**src/design/xlc_pkg.sv**
```systemverilog
package xlc_pkg;

  // Default size of the cube-root table.
  localparam int unsigned TABLE_ENTRIES_DEF = 4096;

  // Fixed field widths.
  localparam int unsigned CH_W      = 16;
  localparam int unsigned OUT_W     = 20;
  localparam int unsigned CFG_IDX_W = 2;

  // Configuration register indexes.
  localparam logic [CFG_IDX_W-1:0] REG_WHITE_X = 2'd0;
  localparam logic [CFG_IDX_W-1:0] REG_WHITE_Y = 2'd1;
  localparam logic [CFG_IDX_W-1:0] REG_WHITE_Z = 2'd2;

  // Reset values of the white point (D65, unsigned Q8.8).
  localparam logic [CH_W-1:0] WHITE_X_RST = 16'd24332;
  localparam logic [CH_W-1:0] WHITE_Y_RST = 16'd25600;
  localparam logic [CH_W-1:0] WHITE_Z_RST = 16'd27874;

  // Integer cube root by binary search, used only to build the table.
  function automatic longint unsigned icbrt(input longint unsigned v);
    longint unsigned lo;
    longint unsigned hi;
    longint unsigned mid;
    lo = 0;
    hi = 65536;
    while (lo < hi) begin
      mid = (lo + hi + 1) >> 1;
      if (mid * mid * mid <= v) begin
        lo = mid;
      end else begin
        hi = mid - 1;
      end
    end
    return lo;
  endfunction

endpackage

```
**src/design/xlc_merge.sv**
```systemverilog
module xlc_merge #(
  parameter int unsigned FW = 47
) (
  input  logic                             clk_i,
  input  logic                             en_i,
  input  logic signed [FW-1:0]             fx_i,
  input  logic signed [FW-1:0]             fy_i,
  input  logic signed [FW-1:0]             fz_i,
  output logic signed [xlc_pkg::OUT_W-1:0] l_o,
  output logic signed [xlc_pkg::OUT_W-1:0] a_o,
  output logic signed [xlc_pkg::OUT_W-1:0] b_o
);

  localparam int unsigned MW = FW + 11;

  function automatic logic signed [xlc_pkg::OUT_W-1:0] sat_round(
    input logic signed [MW-1:0] v
  );
    logic signed [MW-1:0] r;
    r = (v + MW'(128)) >>> 8;
    if (r > MW'(524287)) begin
      return 20'sh7FFFF;
    end else if (r < MW'(-524288)) begin
      return 20'sh80000;
    end
    return r[xlc_pkg::OUT_W-1:0];
  endfunction

  logic signed [MW-1:0] fx_e;
  logic signed [MW-1:0] fy_e;
  logic signed [MW-1:0] fz_e;
  logic signed [MW-1:0] l_d;
  logic signed [MW-1:0] a_d;
  logic signed [MW-1:0] b_d;
  logic signed [MW-1:0] l_q;
  logic signed [MW-1:0] a_q;
  logic signed [MW-1:0] b_q;

  assign fx_e = MW'(fx_i);
  assign fy_e = MW'(fy_i);
  assign fz_e = MW'(fz_i);
  assign l_d  = fy_e * MW'(116) - MW'(1048576);
  assign a_d  = (fx_e - fy_e) * MW'(500);
  assign b_d  = (fy_e - fz_e) * MW'(200);

  always_ff @(posedge clk_i) begin
    if (en_i) begin
      l_q <= l_d;
      a_q <= a_d;
      b_q <= b_d;
      l_o <= sat_round(l_q);
      a_o <= sat_round(a_q);
      b_o <= sat_round(b_q);
    end
  end

endmodule

```
**config.mk**
```make
export PLATFORM = sky130hd
export DESIGN_NAME = xlc_merge
export DESIGN_NICKNAME = d
export VERILOG_FILES = /design/src/design/xlc_pkg.sv /design/src/design/xlc_merge.sv
export SDC_FILE = /design/constraint.sdc
export NUM_CORES = 2
export LEC_CHECK = 0
export BUFFER_PORTS_ARGS = -buffer_cell sky130_fd_sc_hd__buf_2
export CAP_MARGIN = 20
export CORE_UTILIZATION = 50
export DETAILED_ROUTE_END_ITERATION = 6
export PLACE_DENSITY = 0.67
export SYNTH_ARGS = -nofsm -noshare
export SYNTH_HDL_FRONTEND = slang
export SYNTH_SLANG_ARGS = --single-unit
```
**constraint.sdc**
```tcl
create_clock -name clk_i -period 13.8 [get_ports clk_i]
set_input_delay 0.69 -clock clk_i [delete_from_list [all_inputs] [get_ports clk_i]]
set_output_delay 0.69 -clock clk_i [all_outputs]
set_load 0.005 [all_outputs]
```
### Word-level counts from Yosys, hierarchy flattened

Cells that the tools add are included.

* $add $sub $neg: 6
* $mul: 3
* order comparisons: 6
* muxes and demuxes: 18

Operator list (number)
* $mux W20: 9
* $add A58 B9 Y58 const B: 3
* $gt A50 B20 Y1 const B: 3
* $lt A50 B20 Y1 const B: 3
* $sub A47 B47 Y48: 2
* $mul A48 B8 Y56 const B: 1
* $sub A55 B22 Y56 const B: 1
* $mul A48 B6 Y54 const B: 1
* $mul A47 B6 Y53 const B: 1
* $mux W1: 9

* register bits: 229
* input bits: 143
* output and inout bits: 60
* logic and storage cells: 39

### Logic depth before layout (Yosys ltp)

* word-level depth: 6
* mapped depth: 34
* gate-level depth less buffers: 34

### Worst setup path before layout

No wires, ideal clock.

* kind: input -> register
* from: input fx_i[0]
* to: register a_q[54] (data pin)
* setup time: 0.261 ns
* arrival: 7.583 ns
* required time: 13.539 ns
* setup slack: 5.956 ns
* stages: 31
* path buffers: 1
* cells stage by stage: inv_1 -> ha_1 -> inv_1 -> fa_1 -> a21o_1 -> a21oi_1 -> o211ai_1 -> a211oi_1 -> nor2_1 -> o21a_1 -> a21oi_1 -> xnor2_1 -> fa_1 -> inv_1 -> fa_1 -> inv_1 -> fa_1 -> inv_1 -> fa_1 -> inv_1 -> ha_1 -> clkbuf_1 -> nand4_1 -> or3_1 -> o221a_2 -> o31a_1 -> o311ai_0 -> a21oi_1 -> a21oi_1 -> nor4_1 -> a311o_1

* word-level cells in the longest chain between the ends: 2

RTL lines
* from (decl): RTL line xlc_merge.sv:6 `input logic signed [FW-1:0] fx_i,`
* $sub A47 B47 Y48: RTL line xlc_merge.sv:43 `assign a_d = (fx_e - fy_e) * MW'(500);`
* $mul A48 B8 Y56: RTL line xlc_merge.sv:43
* net a_d[54]: RTL line xlc_merge.sv:33 `logic signed [MW-1:0] a_d;`
* to (signal assigned): RTL line xlc_merge.sv:49 `a_q <= a_d;`
* to (decl): RTL line xlc_merge.sv:36 `logic signed [MW-1:0] a_q;`

The timed path passes the listed nets, and every way through them passes these cells.
A chain may end at the register's enable or synchronous reset.

### Final worst setup path

* from: input fy_i[0]
* to: register a_q[54] (data pin)

* word-level cells in the longest chain between the ends: 2

RTL lines
* from (decl): RTL line xlc_merge.sv:7 `input logic signed [FW-1:0] fy_i,`
* $sub A47 B47 Y48: RTL line xlc_merge.sv:43
* $mul A48 B8 Y56: RTL line xlc_merge.sv:43
* net a_d[54]: RTL line xlc_merge.sv:33

The timed path passes the listed nets, and every way through them passes these cells.

==> results by group <==
CTS
  • Clock transition at path regs: 0.06 ns
  • Postcts setup bufs: 0
  • CTS Hold Buffers Added: 0
  • Worst-Skew Late Latency: 0.56 ns
  • CTS max path bufs: 3
  • Sink Count: 210
  • H-tree levels: 1
  • Clk root buf: clkbuf_16
  • CTS resizes: 0
  • CTS tree: done
  • Num CTS Buffers: 23

Timing
  • Period minus WS final: 8.58 ns
  • Final setup fails: 0
  • Fin. max-slew vios: 0
  • Final hold violation count: 0
  • Skew final: 0.0263 ns
  • Setup TNS: 0 ns
  • Worst slew margin: 30.8%
  • Max Fclk: 116 MHz
  • RSZ-0062 raised after global routing: no
  • Final period util: 62.2%
  • Worst Tran Pin Value: 1.03 ns

Hold path
  • Hold Crit Class: reg2reg

Critical path
  • Worst Path Required: 14.09 ns
  • Reg2Reg Setup Slack: 9.44 ns
  • Startpoint Class: input port
  • Worst setup EP type: flip-flop
  • Worst path max stage delay: 0.61 ns
  • WP data arrival: 8.88 ns
  • Worst-path maximum fanout: 7
  • Critical setup path kind: in2reg
  • Slowest CP cell: a211oi_1

Drt
  • DRT iter0 DRCs: 2016
  • Routed len/inst: 16.3 microns
  • Via density: 5.54
  • Routed WL: 89.5 mm
  • Drt pass-1 iters: 7
  • Via count: 30410
  • Routed Antenna Nets: 0
  • Post-route DRC: 2

Synthesis
  • Most frequently used flop master after synthesis: edfxtp_1
  • Synth top area share: 17.5%
  • Post-synthesis adder-cell area fraction: 34.2%
  • Yosys reg bits: 210
  • Post-synth EDFFs: 210
  • Syn Inst Count: 4327
  • Syn nets: 5312
  • Top-count cell post-synth: inv_1
  • Xor and xnor fraction of the mapped netlist area: 8.23%
  • Simple-gate area share of the yosys netlist: 14.1%
  • Synth Area per Inst: 8.73 sq um
  • Post-synthesis mux area share: 0.441%
  • Synth cell types: 118
  • Seq/Total Area, Yosys: 16.7%
  • Compound-Gate Fraction of Synth Area: 16.5%
  • Most frequent cells after synthesis: inv_1, ha_1, fa_1, nand2_1, a21oi_1
  • YS warnings: 0
  • Ys async rst share: 0%
  • Ranking of synthesized cells by area: ha_1, edfxtp_1, fa_1, inv_1, xnor2_1
  • Mapped cell area: 37800 sq um
  • Largest family of logic cells by synthesized area: adder cells
  • Dominant cell type by area after synthesis: ha_1

Global route
  • Antenna violations before repair: 13
  • First-pass GRT wire length: 146 mm
  • Overflow after GRT: 0
  • Largest net degree at the start of global routing: 141
  • All-Layer GR Usage: 23.1%
  • Number of global-route vias before repair: 28457

Finish
  • Layout Nets: 5485
  • Synth-to-Final Area Change: 7.20%
  • Layout cells sized above 1: 7.84%

Floorplan
  • Total Die Area: 76600 sq um
  • I/O pin count: 203
  • Initial Util: 50.6%
  • Core area: 74600 sq um
  • Die H: 277 microns
  • Die W: 277 microns
  • Num rows: 100

Run
  • Max cap viols: 0

Placed design
  • Count of input and output buffers: 202
  • Global placement routability congestion: 0.914
  • HPWL after DPL: 75.3 mm

Outcome
  • Status: complete, but fails checks
  • Failing checks: design-rule violations
## per-stage QoR
step / setup WS (ns) / hold slack [ns] / utilization (%) / instance area [sq um] / cells
after global routing: 4.72 / 0.700 / 54.3 / 40500 / 5485
after floorplan: 5.96 / 0.588 / - / 37800 / 4327
final: 5.22 / 0.657 / 54.3 / 40500 / 5486
after global placement: 4.84 / 0.648 / 53.3 / 39700 / 5441
after CTS: 5.34 / 0.664 / 54.2 / 40400 / 5483
after detailed placement: 4.79 / 0.648 / 53.3 / 39700 / 5442
## flip-flops by register name (all words and copies together), names as in the netlist
register and flops:
l_o 20, b_q 50, l_q 49, b_o 20, a_q 51, a_o 20
## placed cells by master (no fill, tap or decap), types with 10 or more instances in the layout
cell type  netlist  routed
edfxtp_1       210     210
or3_1           14      14
nor2b_1         45      45
and2_1          23      23
nor2_1         178     178
o211ai_1        24      24
o21ai_0        188     188
nand2b_1        46      46
o21ai_2         10      10
o21bai_1        39      39
o31ai_1         12      12
xor2_1         142     142
xnor2_1        207     207
a31oi_1         46      45
fa_1           313     313
nand4_1         63      63
nor4_1          22      22
clkbuf_16        0      23
nor3_1          56      56
and4_1          17      17
a21boi_0        10      10
a21oi_1        225     225
a21o_1         173     173
ha_1           529     529
inv_1          893     893
or2_2           22      22
mux2i_1         11      11
a211oi_1        24      24
nand2_1        237     237
o21a_1          40      40
nand3_1        136     136
buf_2            9     201
and3_1          66      66
## routing by layer
| layer | track usage, % | routed length (microns) | vias up |
|---|---|---|---|
| li1 | - | - | 15126 |
| met1 | 34.4 | 43400 | 14458 |
| met2 | 36.3 | 39400 | 722 |
| met3 | 2.47 | 4930 | 84 |
| met4 | 4.32 | 1560 | 20 |
| met5 | 0 | 118 | - |
## final timing paths
path | from | endpoint | cells after the start
min reg2reg | a_q[26] | a_o[18] | 2
max reg2reg | l_q[7] | l_o[16] | 11
min | a_q[26] | a_o[18] | 2
max | fy_i[0] | a_q[54] | 30
## cell families (layout without fill, tap and decap cells)
family	Yosys count	count (layout)
flip-flops	210	210
multiplexers	16	16
XOR/XNOR	352	352
buffers and inverters	958	1147
AO/OA/AOI/OAI	939	939
adder cells (fa/ha/maj)	846	846
AND/OR/NAND/NOR	1006	1006
other	0	1
## area by class of cell
cell class	instances	area [sq um]
multi-input combinational	3159	27800
clock buffer	29	598
sequential	210	6310
inverter	893	3350
clock inverter	12	85.1
antenna	1	2.50
timing repair buffer	213	1130
fill	7032	34100
tap	969	1210
## worst max-delay path: cells and delay by family
family / cells / cell delay [ns]
AOI/OAI and AO/OA: 12 / 3.69
xor gates and xnor gates: 1 / 0.26
buffers and inverters: 6 / 0.39
and+or+nand+nor: 4 / 0.79
adders and majority gates: 7 / 3.04
Power is left out: the tool's default activity adds up to more than one toggle a clock period on the data nets, which glitch-free logic cannot reach.
